<file path="config.mk">
export PLATFORM = sky130hd
export DESIGN_NAME = base64_stream_decoder_top
export DESIGN_NICKNAME = d
export VERILOG_FILES = /design/src/sv/b64d_pkg.sv /design/src/sv/b64d_front.sv /design/src/sv/b64d_queue.sv /design/src/sv/b64d_back.sv /design/src/sv/base64_stream_decoder_top.sv
export SDC_FILE = /design/constraint.sdc
export NUM_CORES = 1
export LEC_CHECK = 0
export BUFFER_PORTS_ARGS = -buffer_cell sky130_fd_sc_hd__buf_2
export CORE_UTILIZATION = 45
export DETAILED_ROUTE_END_ITERATION = 16
export GPL_TIMING_DRIVEN = 1
export SLEW_MARGIN = 20
export SYNTH_ARGS = -nofsm -noshare
export SYNTH_HDL_FRONTEND = slang
export SYNTH_HIERARCHICAL = 1
export SYNTH_SLANG_ARGS = --single-unit
</file>
<file path="constraint.sdc">
create_clock -name clk -period 8.75 [get_ports clk]
set_input_delay 0.4375 -clock clk [delete_from_list [all_inputs] [get_ports clk]]
set_output_delay 0.4375 -clock clk [all_outputs]
set_load 0.02 [all_outputs]
</file>
<file path="src/sv/b64d_pkg.sv">
package b64d_pkg;

    localparam int QDEPTH = 4;
    localparam int QPTR_W = 2;
    localparam int QCNT_W = 3;

    localparam logic [7:0] CHAR_PAD = 8'h3d;

    typedef struct packed {
        logic       valid;
        logic [5:0] value;
    } sextet_t;

    typedef struct packed {
        logic [7:0] byte2;
        logic [7:0] byte1;
        logic [7:0] byte0;
        logic [1:0] nbytes;
        logic       is_end;
    } job_t;

    typedef struct packed {
        logic push;
        logic full;
    } qwr_ctl_t;

    typedef struct packed {
        logic pop;
        logic nonempty;
    } qrd_ctl_t;

    function automatic sextet_t sextet_of(input logic [7:0] c);
        sextet_t s;
        s.valid = 1'b1;
        s.value = 6'd0;
        if (c >= 8'h41 && c <= 8'h5a)
        begin
            s.value = 6'(c - 8'h41);
        end
        else if (c >= 8'h61 && c <= 8'h7a)
        begin
            s.value = 6'(c - 8'd71);
        end
        else if (c >= 8'h30 && c <= 8'h39)
        begin
            s.value = 6'(c + 8'd4);
        end
        else if (c == 8'h2b)
        begin
            s.value = 6'd62;
        end
        else if (c == 8'h2f)
        begin
            s.value = 6'd63;
        end
        else
        begin
            s.valid = 1'b0;
        end
        return s;
    endfunction

endpackage

</file>
<file path="src/sv/b64d_front.sv">
module b64d_front (
    input  logic               clk,
    input  logic               rst_n,
    input  logic               in_valid,
    input  logic [7:0]         in_char,
    input  logic               in_last,
    output logic               in_ready,
    input  logic               q_full,
    output logic               q_push,
    output b64d_pkg::job_t     q_job
);

    logic [5:0] buf0_reg, buf0_next;
    logic [5:0] buf1_reg, buf1_next;
    logic [5:0] buf2_reg, buf2_next;
    logic [1:0] cnt_reg, cnt_next;
    logic       pad_reg, pad_next;

    b64d_pkg::sextet_t sx;
    logic       fire;
    logic       is_pad;
    logic       take;
    logic       full_grp;
    logic [5:0] u0, u1, u2;
    logic [1:0] ucnt;

    assign in_ready = !q_full;
    assign fire     = in_valid && in_ready;
    assign sx       = b64d_pkg::sextet_of(in_char);
    assign is_pad   = (in_char == b64d_pkg::CHAR_PAD);
    assign take     = !pad_reg && !is_pad && sx.valid;
    assign full_grp = take && (cnt_reg == 2'd3);

    always_comb
    begin
        u0   = buf0_reg;
        u1   = buf1_reg;
        u2   = buf2_reg;
        ucnt = cnt_reg;
        if (take && !full_grp)
        begin
            unique case (cnt_reg)
                2'd0:    u0 = sx.value;
                2'd1:    u1 = sx.value;
                default: u2 = sx.value;
            endcase
            ucnt = cnt_reg + 2'd1;
        end
        else if (full_grp)
        begin
            u0   = 6'd0;
            u1   = 6'd0;
            u2   = 6'd0;
            ucnt = 2'd0;
        end
    end

    always_comb
    begin
        q_job.is_end = in_last;
        if (full_grp)
        begin
            q_job.byte0  = {buf0_reg, buf1_reg[5:4]};
            q_job.byte1  = {buf1_reg[3:0], buf2_reg[5:2]};
            q_job.byte2  = {buf2_reg[1:0], sx.value};
            q_job.nbytes = 2'd3;
        end
        else
        begin
            q_job.byte0 = {u0, u1[5:4]};
            q_job.byte1 = {u1[3:0], u2[5:2]};
            q_job.byte2 = 8'd0;
            unique case (ucnt)
                2'd3:    q_job.nbytes = 2'd2;
                2'd2:    q_job.nbytes = 2'd1;
                default: q_job.nbytes = 2'd0;
            endcase
        end
    end

    assign q_push = fire && (full_grp || in_last);

    always_comb
    begin
        buf0_next = buf0_reg;
        buf1_next = buf1_reg;
        buf2_next = buf2_reg;
        cnt_next  = cnt_reg;
        pad_next  = pad_reg;
        if (fire)
        begin
            if (in_last)
            begin
                buf0_next = 6'd0;
                buf1_next = 6'd0;
                buf2_next = 6'd0;
                cnt_next  = 2'd0;
                pad_next  = 1'b0;
            end
            else
            begin
                buf0_next = u0;
                buf1_next = u1;
                buf2_next = u2;
                cnt_next  = ucnt;
                pad_next  = pad_reg || is_pad;
            end
        end
    end

    always_ff @(posedge clk or negedge rst_n)
    begin
        if (!rst_n)
        begin
            buf0_reg <= 6'd0;
            buf1_reg <= 6'd0;
            buf2_reg <= 6'd0;
            cnt_reg  <= 2'd0;
            pad_reg  <= 1'b0;
        end
        else
        begin
            buf0_reg <= buf0_next;
            buf1_reg <= buf1_next;
            buf2_reg <= buf2_next;
            cnt_reg  <= cnt_next;
            pad_reg  <= pad_next;
        end
    end

endmodule

</file>
<file path="src/sv/b64d_queue.sv">
module b64d_queue (
    input  logic                 clk,
    input  logic                 rst_n,
    input  logic                 push,
    input  b64d_pkg::job_t       wr_job,
    output b64d_pkg::qwr_ctl_t   wr_ctl,
    input  logic                 pop,
    output b64d_pkg::qrd_ctl_t   rd_ctl,
    output b64d_pkg::job_t       rd_job
);

    b64d_pkg::job_t mem_reg [b64d_pkg::QDEPTH];

    logic [b64d_pkg::QPTR_W-1:0] wp_reg, wp_next;
    logic [b64d_pkg::QPTR_W-1:0] rp_reg, rp_next;
    logic [b64d_pkg::QCNT_W-1:0] cnt_reg, cnt_next;
    logic                        do_push;
    logic                        do_pop;

    assign wr_ctl.push     = push;
    assign wr_ctl.full     = (cnt_reg == b64d_pkg::QCNT_W'(b64d_pkg::QDEPTH));
    assign rd_ctl.pop      = pop;
    assign rd_ctl.nonempty = (cnt_reg != '0);
    assign rd_job          = mem_reg[rp_reg];

    assign do_push = push && !wr_ctl.full;
    assign do_pop  = pop && rd_ctl.nonempty;

    always_comb
    begin
        wp_next  = do_push ? wp_reg + 1'b1 : wp_reg;
        rp_next  = do_pop ? rp_reg + 1'b1 : rp_reg;
        cnt_next = cnt_reg;
        if (do_push && !do_pop)
        begin
            cnt_next = cnt_reg + 1'b1;
        end
        else if (!do_push && do_pop)
        begin
            cnt_next = cnt_reg - 1'b1;
        end
    end

    always_ff @(posedge clk or negedge rst_n)
    begin
        if (!rst_n)
        begin
            wp_reg  <= '0;
            rp_reg  <= '0;
            cnt_reg <= '0;
        end
        else
        begin
            wp_reg  <= wp_next;
            rp_reg  <= rp_next;
            cnt_reg <= cnt_next;
        end
    end

    always_ff @(posedge clk)
    begin
        if (do_push)
        begin
            mem_reg[wp_reg] <= wr_job;
        end
    end

endmodule

</file>
<file path="src/sv/b64d_back.sv">
module b64d_back #(
    parameter int LEN_BITS = 16
) (
    input  logic                 clk,
    input  logic                 rst_n,
    input  logic [15:0]          limit,
    input  b64d_pkg::qrd_ctl_t   q_ctl,
    input  b64d_pkg::job_t       q_job,
    output logic                 q_pop,
    output logic                 out_valid,
    input  logic                 out_ready,
    output logic [7:0]           out_byte,
    output logic                 out_end,
    output logic                 out_status,
    output logic [15:0]          out_len
);

    localparam int W = (LEN_BITS > 16) ? LEN_BITS : 16;

    logic [1:0]          pos_reg, pos_next;
    logic [LEN_BITS-1:0] count_reg, count_next;
    logic                ovf_reg, ovf_next;
    logic                ov_reg, ov_next;
    logic [7:0]          byte_reg, byte_next;
    logic                end_reg, end_next;
    logic                status_reg, status_next;
    logic [15:0]         len_reg, len_next;

    logic          can_load;
    logic          fire;
    logic          end_act;
    logic          last_act;
    logic          over;
    logic [W-1:0]  lim_w;
    logic [W-1:0]  mask_w;
    logic [W-1:0]  lim_eff;
    logic [7:0]    sel_byte;

    assign mask_w  = W'({LEN_BITS{1'b1}});
    assign lim_w   = W'(limit);
    assign lim_eff = (lim_w > mask_w) ? mask_w : lim_w;
    assign over    = ovf_reg || (W'(count_reg) >= lim_eff);

    assign can_load = !ov_reg || out_ready;
    assign fire     = q_ctl.nonempty && can_load;
    assign end_act  = (pos_reg == q_job.nbytes);
    assign last_act = end_act || (!q_job.is_end && (pos_reg == q_job.nbytes - 2'd1));
    assign q_pop    = fire && last_act;

    always_comb
    begin
        unique case (pos_reg)
            2'd0:    sel_byte = q_job.byte0;
            2'd1:    sel_byte = q_job.byte1;
            default: sel_byte = q_job.byte2;
        endcase
    end

    always_comb
    begin
        pos_next    = pos_reg;
        count_next  = count_reg;
        ovf_next    = ovf_reg;
        ov_next     = out_ready ? 1'b0 : ov_reg;
        byte_next   = byte_reg;
        end_next    = end_reg;
        status_next = status_reg;
        len_next    = len_reg;
        if (fire)
        begin
            pos_next = last_act ? 2'd0 : pos_reg + 2'd1;
            if (end_act)
            begin
                ov_next     = 1'b1;
                byte_next   = 8'd0;
                end_next    = 1'b1;
                status_next = ovf_reg;
                len_next    = ovf_reg ? 16'd0 : 16'(count_reg);
                count_next  = '0;
                ovf_next    = 1'b0;
            end
            else if (over)
            begin
                ovf_next = 1'b1;
            end
            else
            begin
                ov_next     = 1'b1;
                byte_next   = sel_byte;
                end_next    = 1'b0;
                status_next = 1'b0;
                len_next    = 16'd0;
                count_next  = count_reg + 1'b1;
            end
        end
    end

    always_ff @(posedge clk or negedge rst_n)
    begin
        if (!rst_n)
        begin
            pos_reg   <= 2'd0;
            count_reg <= '0;
            ovf_reg   <= 1'b0;
            ov_reg    <= 1'b0;
        end
        else
        begin
            pos_reg   <= pos_next;
            count_reg <= count_next;
            ovf_reg   <= ovf_next;
            ov_reg    <= ov_next;
        end
    end

    always_ff @(posedge clk)
    begin
        byte_reg   <= byte_next;
        end_reg    <= end_next;
        status_reg <= status_next;
        len_reg    <= len_next;
    end

    assign out_valid  = ov_reg;
    assign out_byte   = byte_reg;
    assign out_end    = end_reg;
    assign out_status = status_reg;
    assign out_len    = len_reg;

endmodule

</file>
<file path="src/sv/base64_stream_decoder_top.sv">
// Streaming Base64 decoder, standard alphabet.
// s_* : one character per request, s_tlast on the final character of a text.
//       Non-alphabet characters are skipped; the first '=' ends decoding
//       until s_tlast. An empty text is one s_tlast request with a skipped char.
// m_* : one result per request. Byte results have m_tlast = 0; the closing
//       result of each text has m_tlast = 1 with status and decoded length.
// cfg_* : write of output_limit, only while the block is idle; always ready.
// A result passes through the job queue and then the back end's result register.
// Throughput: one character per cycle while results keep up; the back end
//   issues one result per cycle while m_tready is high, so a full group plus
//   end makes four results, and suppressed bytes after an overflow each take
//   a step of the back end with no result. A four-entry job queue between the
//   classifier and the emitter absorbs the difference.
// Reset: text state clears, output_limit returns to 65535, no result pending.
// Stall: a held m_tready keeps the result register; the queue fills and then
//   s_tready drops until it drains.
module base64_stream_decoder_top #(
    parameter int LEN_BITS = 16
) (
    input  logic        clk,
    input  logic        rst_n,
    input  logic        s_tvalid,
    output logic        s_tready,
    input  logic [7:0]  s_tdata,   // [7:0] in_char
    input  logic        s_tlast,   // end_of_input
    output logic        m_tvalid,
    input  logic        m_tready,
    output logic [31:0] m_tdata,   // [7:0] out_byte, [8] status, [24:9] total_len, rest 0
    output logic        m_tlast,   // is_end
    input  logic        cfg_valid,
    output logic        cfg_ready,
    input  logic [15:0] cfg_data
);

    logic [15:0] limit_reg, limit_next;

    b64d_pkg::job_t     push_job;
    b64d_pkg::job_t     head_job;
    b64d_pkg::qwr_ctl_t wr_ctl;
    b64d_pkg::qrd_ctl_t rd_ctl;
    logic               push;
    logic               pop;
    logic [7:0]         out_byte;
    logic               out_status;
    logic [15:0]        out_len;

    assign cfg_ready  = 1'b1;
    assign limit_next = (cfg_valid && cfg_ready) ? cfg_data : limit_reg;

    always_ff @(posedge clk or negedge rst_n)
    begin
        if (!rst_n)
        begin
            limit_reg <= 16'hffff;
        end
        else
        begin
            limit_reg <= limit_next;
        end
    end

    b64d_front u_front (
        .clk      (clk),
        .rst_n    (rst_n),
        .in_valid (s_tvalid),
        .in_char  (s_tdata),
        .in_last  (s_tlast),
        .in_ready (s_tready),
        .q_full   (wr_ctl.full),
        .q_push   (push),
        .q_job    (push_job)
    );

    b64d_queue u_queue (
        .clk    (clk),
        .rst_n  (rst_n),
        .push   (push),
        .wr_job (push_job),
        .wr_ctl (wr_ctl),
        .pop    (pop),
        .rd_ctl (rd_ctl),
        .rd_job (head_job)
    );

    b64d_back #(
        .LEN_BITS (LEN_BITS)
    ) u_back (
        .clk        (clk),
        .rst_n      (rst_n),
        .limit      (limit_reg),
        .q_ctl      (rd_ctl),
        .q_job      (head_job),
        .q_pop      (pop),
        .out_valid  (m_tvalid),
        .out_ready  (m_tready),
        .out_byte   (out_byte),
        .out_end    (m_tlast),
        .out_status (out_status),
        .out_len    (out_len)
    );

    assign m_tdata = {7'd0, out_len, out_status, out_byte};

endmodule
</file>
==> results.md, run 1 <==
- The flow ran to the end, and the final reports show no timing, DRC or antenna violations.
- The longest clock path from root to sink contains 2 buffers.
- Of the cells placed in the final design, the portion with a size suffix greater than 1 is about a quarter.
- Global routing used approximately 28% of the available met1 tracks.
- For this run, the detailed router's first-pass iteration total came to 4.
- For the worst setup path, the data required time is around 9100 ps.
- Setup repair after global routing left no endpoint under its margin.
- The worst setup path is captured at a flip-flop.
- The starting DRC count in detailed routing is between 400 and 500.
- The deepest level of the CTS H-tree is 4.
- The placed instance count is 971.
- The power per unit of standard cell area is around 300 mW/mm².
- The setup path with the least slack is of type input port to flip-flop.
- For this run the aggregate overflow at the end of global routing stands at 0.
- The number of buffer cells added on primary ports is 57.
- On the final layout, the worst clock skew is roughly 11 ps.
- The number of antenna violations at the first check in global routing was 0.
- TritonCTS built the clock tree.
- The flip-flop count of the largest register after layout is roughly 110.
- 0 antenna diodes ended up in the layout.
- Entering global routing, the biggest net connects 65 pins.
- The met3 track demand over resource is 3.12%.
- In the final routed layout, each cell accounts on average for 20.2 µm.
- Synthesis produced 668 cells.
- The timing-limited maximum frequency is ~250 MHz.
- For the pin with the worst max-slew slack, the measured transition is around 1100 ps.
- 66 I/O pins were placed.
- The layer with the highest usage is met2.
- The final wirelength is about 20000 µm.
- Across the run, the number of max-cap violations was 0.
- The final setup TNS is 0 ps.
- The final hold violation count came to 0.
- In this run the worst path has a maximum fanout of 9.
- The met2 global-route usage is about a third.
- The half-perimeter wire length after detailed placement is 13700 µm.
- The worst path arrival time is around 4300 ps.
- In the global route stage, overall resource usage came out at between 10% and 20%.
- Once detail routing completed, the nets flagged for antenna violations numbered 0.
- The TritonCTS buffer count is 17.
- The number of global-route vias before repair is between 5000 and 6000.
- The total of hold buffers inserted after clock tree synthesis is 0.
- For this run, the number of Yosys warnings is 6.
- The overall die width is between 100 and 150 µm.
- In the final design database the tool counted 787 nets.
- The routability-driven placement congestion ratio is ~0.83.
- The tightest min-delay check is of the input port to asynchronous set/reset pin type.
- After floorplanning, the core was divided into 52 placement rows.
- The floorplan step defined a die boundary enclosing 0.0218 mm².
- The tree is rooted in a clkbuf_16.
- The first global-routing pass estimated between 30000 and 40000 µm of wire.
- The detail-routed via count per cell is 5.79.
- The critical register-to-register path startpoint is u_queue/rp_reg[0]$_DFFE_PN0P_.
- The shortest period the worst path allows is between 3000 and 4000 ps.
- The clock net in this run drives a total of 198 sinks.
- Fill cells in the final layout number roughly 1700.
- The die is approximately 150 µm tall.
- In this run the static leakage power is between 0.004 and 0.005 µW.
- The final instance area is roughly 0.011 mm².
- The total setup buffers inserted after CTS is 0.
- The placeable core region is slightly above 0.02 mm².
- The clock reaches the later pin of the worst-skew pair after between 400 and 500 ps.
- After layout, the worst path uses 44.9% of the clock period.
- The clock-pin slew of the registers on the worst-case setup and hold paths is 70 ps.
- The post-cts sizing count is 0.
- For this run, design rule violations remaining after detail routing come to 0.
- Once the floorplan was initialized, standard cells occupied between 40% and 50% of the core.
- The sort of element at the start of the critical path is an input port.
- Setup violations remaining at the end of the flow were counted as 0.
- The worst-case headroom to the max-slew limit is a little over a quarter.
- The largest vdd supply drop is 0.000154 V.
- After detailed placement, the total cell area comes to roughly 0.010 mm².
- The number of max-slew violations in the final report came to 0.
- The first element of the critical path is s_tdata[2].
- Summing over every cut layer, the via total after detailed routing is 5803.
- A synthesized cell averages between 10 and 15 µm².
- The area growth from synthesis to final layout is 10.9%.
- Summing every instance area after synthesis gives approximately 0.0095 mm².
- The final cell count without fillers is approximately 1000.
-- worst paths after layout --
check,depth (start not counted),slack [ps],endpoint
worst max-delay path,16,4820,u_queue/cnt_reg[2]$_DFFE_PN0P_
worst min-delay path,2,210,u_back/out_valid$_DFF_PN0_
worst max register to register,6,4930,u_back/count_reg[14]$_DFFE_PN0P_
worst min register to register,1,490,u_queue/cnt_reg[2]$_DFFE_PN0P_
max in group asynchronous,2,7930,u_queue/rp_reg[0]$_DFFE_PN0P_
min in group clk,2,240,limit_reg[5]$_DFFE_PN1P_
-- worst max-delay path, cell delays in order --
cell and delay (ps):
buf_2 180, inv_1 110, ha_1 290, nor2b_1 180
o21ai_1 340, a31oi_1 220, a21oi_1 470, nand2_1 260
a21boi_0 230, nor2b_1 440, ha_1 260, inv_1 60
fa_1 370, xor2_1 150, nor2_1 120, xor2_1 160
-- stage by stage --
step	hold slack, ps	util (%)	power, µW	setup slack, ps
2_1_floorplan	142	-	2100	5370
3_3_place_gp	464	48.7	2330	4660
3_5_place_dp	482	48.8	2370	4440
4_1_cts	222	51.6	3130	4890
5_1_grt	228	51.6	3260	4450
6_report	209	51.6	3100	4820
-- report_power, final --
part           switching [µW]  total [µW]  leakage [µW]  internal (µW)
Combinational             603        1000       0.00185            397
Clock                     355         754      0.000273            400
Sequential                124        1350       0.00206           1220
Total                    1080        3100       0.00418           2020
-- cell usage in the layout, fill, tap and decap left out, drive strengths merged, types with 4 or more instances in the layout --
cell type	n
xnor2	8
mux2	35
nor2	15
edfxtp	134
inv	40
ha	36
clkbuf	17
nand4	7
nor4	4
a31oi	10
a22oi	9
and2	11
clkinv	8
buf	64
nor2b	12
conb	8
a22o	20
a41oi	14
dfstp	16
o211ai	7
nand2b	7
nand2	36
dfrtp	48
nand3	12
o21ai	15
nor3b	5
o21a	6
or2	7
mux4	27
a21oi	28
nor3	7
and3	22
-- routing by layer --
layer	up-vias	wire, µm
li1	2648	-
met1	2951	9370
met2	178	9660
met3	26	888
met4	0	317
met5	-	0
-- final cells by class --
cell class | instances | area, µm² | share of cell area, %
Clock inverter | 15 | 150 | 1.42
Timing Repair Buffer | 64 | 358 | 3.38
Multi-Input combinational cell | 403 | 3530 | 33.3
Clock buffer | 17 | 425 | 4.02
Sequential cell | 198 | 5650 | 53.4
Inverter | 36 | 135 | 1.28
Tap cell | 270 | 338 | 3.19
No activity file was read; power rests on OpenSTA's default activity.
==> run 2: changes to the inputs <==
- ABC_AREA: not set -> 1
- clock period: 8.75 -> 3.7 ns (I/O delays scaled with it)
==> run 2 against run 1 <==
Wire length increased by 19%; register-to-register slack got worse by 4000 ps; combinational power increased to 3.5 times the previous value; die area increased by 13%; hold slack got worse by 170 ps; core utilization decreased by 0.60 points; non-clock buffer count increased by 27; clock power increased by 140%; clock skew about the same; worst setup slack got worse by 3900 ps; design area increased by 14%; critical path type is now flip-flop to flip-flop; sequential share of layout area decreased by 6.4 points.
==> results.md, run 2 <==
- The worst min-delay path startpoint is s_tlast.
- The placeable core region is 0.0235 mm² (was 0.0205 mm²).
- The pin count of the biggest net entering global routing is 97 (was 65).
- The minimum setup slack in the final design is 910 ps (was 4820 ps).
- The worst-skew pair later-pin latency came to 440 ps (was 430 ps).
- The delay of the slowest cell on the worst path is 430 ps (was 470 ps).
- The clock-pin slew of the registers on the worst-case setup and hold paths is 70 ps (about the same).
- The number of inserted diodes came to 0 (unchanged).
- The flip-flop count of the largest register after layout is 108 (unchanged).
- The setup violation total in the final timing report is 0 (unchanged).
- The most common library cell in the layout ignoring fill and taps is nand2_1 (was edfxtp_1).
- The smallest clock period supported by the final layout is computed as between 2000 and 3000 ps.
- The CTS tree is done (unchanged).
- The cell with the most instances on the worst path is inv_1.
- The timing-limited maximum frequency is between 300 and 400 MHz.
- The leakage power is 0.00554 µW (was 0.00418 µW).
- The first element of the critical path is u_queue/cnt_reg[0]$_DFFE_PN0P_ (was s_tdata[2]).
- The final antenna-violating net count came to 0 (unchanged).
- The die height was 157 µm (was 148 µm).
- The final setup TNS is 0 ps (unchanged).
- The share of post-route cells with drive strength above 1 is 16.6% (was 26.3%).
- Outcome: completed (unchanged).
- The largest vdd supply drop is 0.000385 V (was 0.000154 V).
- The routing usage on met1 is 27.9% (was 28.1%).
- The post-synthesis instance total is 1206 (was 668).
- The mean instance size in the synthesized netlist was 8.98 µm² (was 14.3 µm²).
- The worst path buffer plus inverter count is 8 (was 3).
- The critical register-to-register path startpoint is u_queue/cnt_reg[0]$_DFFE_PN0P_ (was u_queue/rp_reg[0]$_DFFE_PN0P_).
- RSZ-0062 raised after global routing: no (unchanged).
- The cell at the root of the clock tree was clkbuf_16 (unchanged).
- The final routed DRC violation total came to 0 (unchanged).
- The number of nets in the finished design was 1339 (was 787).
- The slowest cell on the critical path is dfrtp_1 (was a21oi_1).
- The number of antenna violations at the first check in global routing is 0 (unchanged).
- The number of buffer cells added on primary ports came to 57 (unchanged).
- The maximum number of buffers from clock root to sink is 2 (unchanged).
- The number of global-route vias before repair is 7357 (was 5994).
- The sort of element at the start of the critical path is a flip-flop (was input port).
- The TritonCTS buffer count is 17 (unchanged).
- The maximum net fanout on the critical path is 18 (was 9).
- The area growth from synthesis to final layout is 10.9% (about the same).
- The final cell count without fillers is 1604 (was 1003).
- The max-capacitance violation count is 0 (unchanged).
- The wire length of the first global-routing pass was 38700 µm (was 32900 µm).
- The detail-routed via count per cell is 4.89 (was 5.79).
- The number of max-slew violations in the final report came to 0 (unchanged).
- The final wirelength is 24100 µm (was 20200 µm).
- The aggregate global routing overflow is 0 (unchanged).
- The fill cell total of the finished layout is 2197 (was 1724).
- The worst-case headroom to the max-slew limit is 38.5% (was 27.3%).
- The met2 global-route usage is 34.3% (was 31.6%).
- The total vias in the final route is 7845 (was 5803).
- The first-pass iteration count of the detailed router is 5 (was 4).
- The clock sink total is 198 (unchanged).
- The post-placement setup slack is 499 ps (was 4440 ps).
- Cell-by-cell listing of the critical path: inv_1, nand3_1, inv_1, inv_1, nand2_1, buf_4, inv_1, nand2_1, inv_1, nand2_1, inv_1, ha_1, inv_1, fa_1, nand2_1, o21ai_0 (was buf_2, inv_1, ha_1, nor2b_1, o21ai_1, a31oi_1, a21oi_1, nand2_1, a21boi_0, nor2b_1, ha_1, inv_1, fa_1, xor2_1, nor2_1, xor2_1).
- The overall die area is 0.0247 mm² (was 0.0218 mm²).
- The family with the most delay on the worst path is buffers and inverters (was compound AO/OA/AOI/OAI gates).
- The half-perimeter wire length after detailed placement is 15700 µm (was 13700 µm).
- The worst path arrival time was 3110 ps (was 4280 ps).
- The number of top-level pins came to 66 (unchanged).
- The average wire length per cell after detail routing was 15.0 µm (was 20.2 µm).
- The effective utilization at floorplan is 46.0% (was 46.5%).
- The deepest level of the CTS H-tree is 4 (unchanged).
- The endpoint required time on the critical path was 4020 ps (was 9100 ps).
- The category of the critical setup timing path is flip-flop to flip-flop (was input port to flip-flop).
- The overall die width is 157 µm (was 148 µm).
- The setup clock skew after layout is 11.0 ps (about the same).
- The final hold violation count was 0 (unchanged).
- The type of destination of the critical path is a flip-flop (unchanged).
- The standard-cell row count was 56 (was 52).
- The total global-route track usage is 20.7% (was 19.9%).
- The met3 track demand over resource is 3.03% (was 3.12%).
- The starting DRC count in detailed routing is 472 (was 410).
- The layer with the highest usage was met2 (unchanged).
- The final-layout worst hold slack is 39.2 ps (was 209 ps).
- The worst hold path class is input port to flip-flop (was input port to asynchronous set/reset pin).
- The final critical-path share of the clock period is 75.4%.
- The area of the mapped netlist is 0.0108 mm² (was 0.00954 mm²).
- The slew at the pin with the worst max-slew slack is 923 ps (was 1080 ps).
- The count of yosys warnings during synthesis is 6 (unchanged).
- Highest-count cells in the layout ignoring fill and taps: nand2_1 (403), inv_1 (147), edfxtp_1 (134), nand3_1 (79), nor2_1 (75) (was edfxtp_1 (134), buf_2 (57), dfrtp_1 (47)).
- The total setup buffers inserted after CTS came to 0 (unchanged).
- The placed instance count is 1554 (was 971).
- The routability-driven placement congestion ratio is 0.867 (was 0.834).
- The power per unit of standard cell area is 716 mW/mm² (was 293 mW/mm²).
[run 2: changes by cell type in the layout (fill, tap and decap cells not counted), moves of 39 or more]
cell	previous run	this run
o211ai_1	7	55
nand2_1	36	403
inv_1	36	147
nand2_2	0	39
nand3_1	9	79
nor2_1	15	75
[run 2: where the power goes]
group	switching [µW]	internal (µW)	leakage, µW
combinational	2490	1030	0.00320
clock	875	960	0.000291
sequential	212	3030	0.00205
[run 2: metrics by stage]
| stage | utilization (%) | power (µW) | area (µm²) |
|---|---|---|---|
| after global placement | 47.8 | 6770 | 11200 |
| after floorplan | - | 6020 | 10900 |
| after global routing | 51.0 | 9230 | 12000 |
| after detailed placement | 47.8 | 6830 | 11200 |
| after CTS | 51.0 | 8700 | 12000 |
| final | 51.0 | 8600 | 12000 |
[run 2: area by class of cell]
cell class	count	area, µm²	area share, %
repair buffers	91	588	4.90
flip-flops and latches	198	5650	47.0
inverters	161	613	5.10
clock inverters	12	108	0.896
well taps	319	399	3.32
clock buffers	20	478	3.98
multi-input cells	803	4180	34.8
[run 2: path summary, 6_finish.rpt]
| kind | to | slack (ps) | cells after the start |
|---|---|---|---|
| max | u_queue/cnt_reg[1]$_DFFE_PN0P_ | 910 | 16 |
| min | u_queue/mem_reg[3][0]$_DFFE_PP_ | 40 | 1 |
| max reg2reg | u_queue/cnt_reg[1]$_DFFE_PN0P_ | 910 | 16 |
| min reg2reg | limit_reg[9]$_DFFE_PN1P_ | 460 | 2 |
| max in group asynchronous | u_front/buf2_reg[5]$_DFFE_PN0P_ | 2560 | 3 |
| min in group asynchronous | u_back/count_reg[3]$_DFFE_PN0P_ | 340 | 2 |
[run 2: routing by layer]
layer | part of all wire, % | wire length (µm) | up-vias
met2 | 47 | 11400 | 169
met4 | 1.6 | 391 | 0
met5 | 0 | 0 | -
met1 | 47 | 11400 | 3667
met3 | 3.8 | 906 | 22
li1 | - | - | 3987
[run 2: worst reg2reg max path: stages (launching register included)]
cell and delay, ps:
dfrtp_1 430, inv_1 90, nand3_1 150, inv_1 90, inv_1 50, nand2_1 50, buf_4 250, inv_1 140
nand2_1 150, inv_1 90, nand2_1 250, inv_1 80, ha_1 220, inv_1 90, fa_1 420, nand2_1 70
o21ai_0 70
[run 2: timing repair]
| item | in CTS | in global routing |
|---|---|---|
| gates resized for setup | 0 | 0 |
| endpoints found under the hold margin | 17 | 27 |
| hold buffers | 17 | 1 |
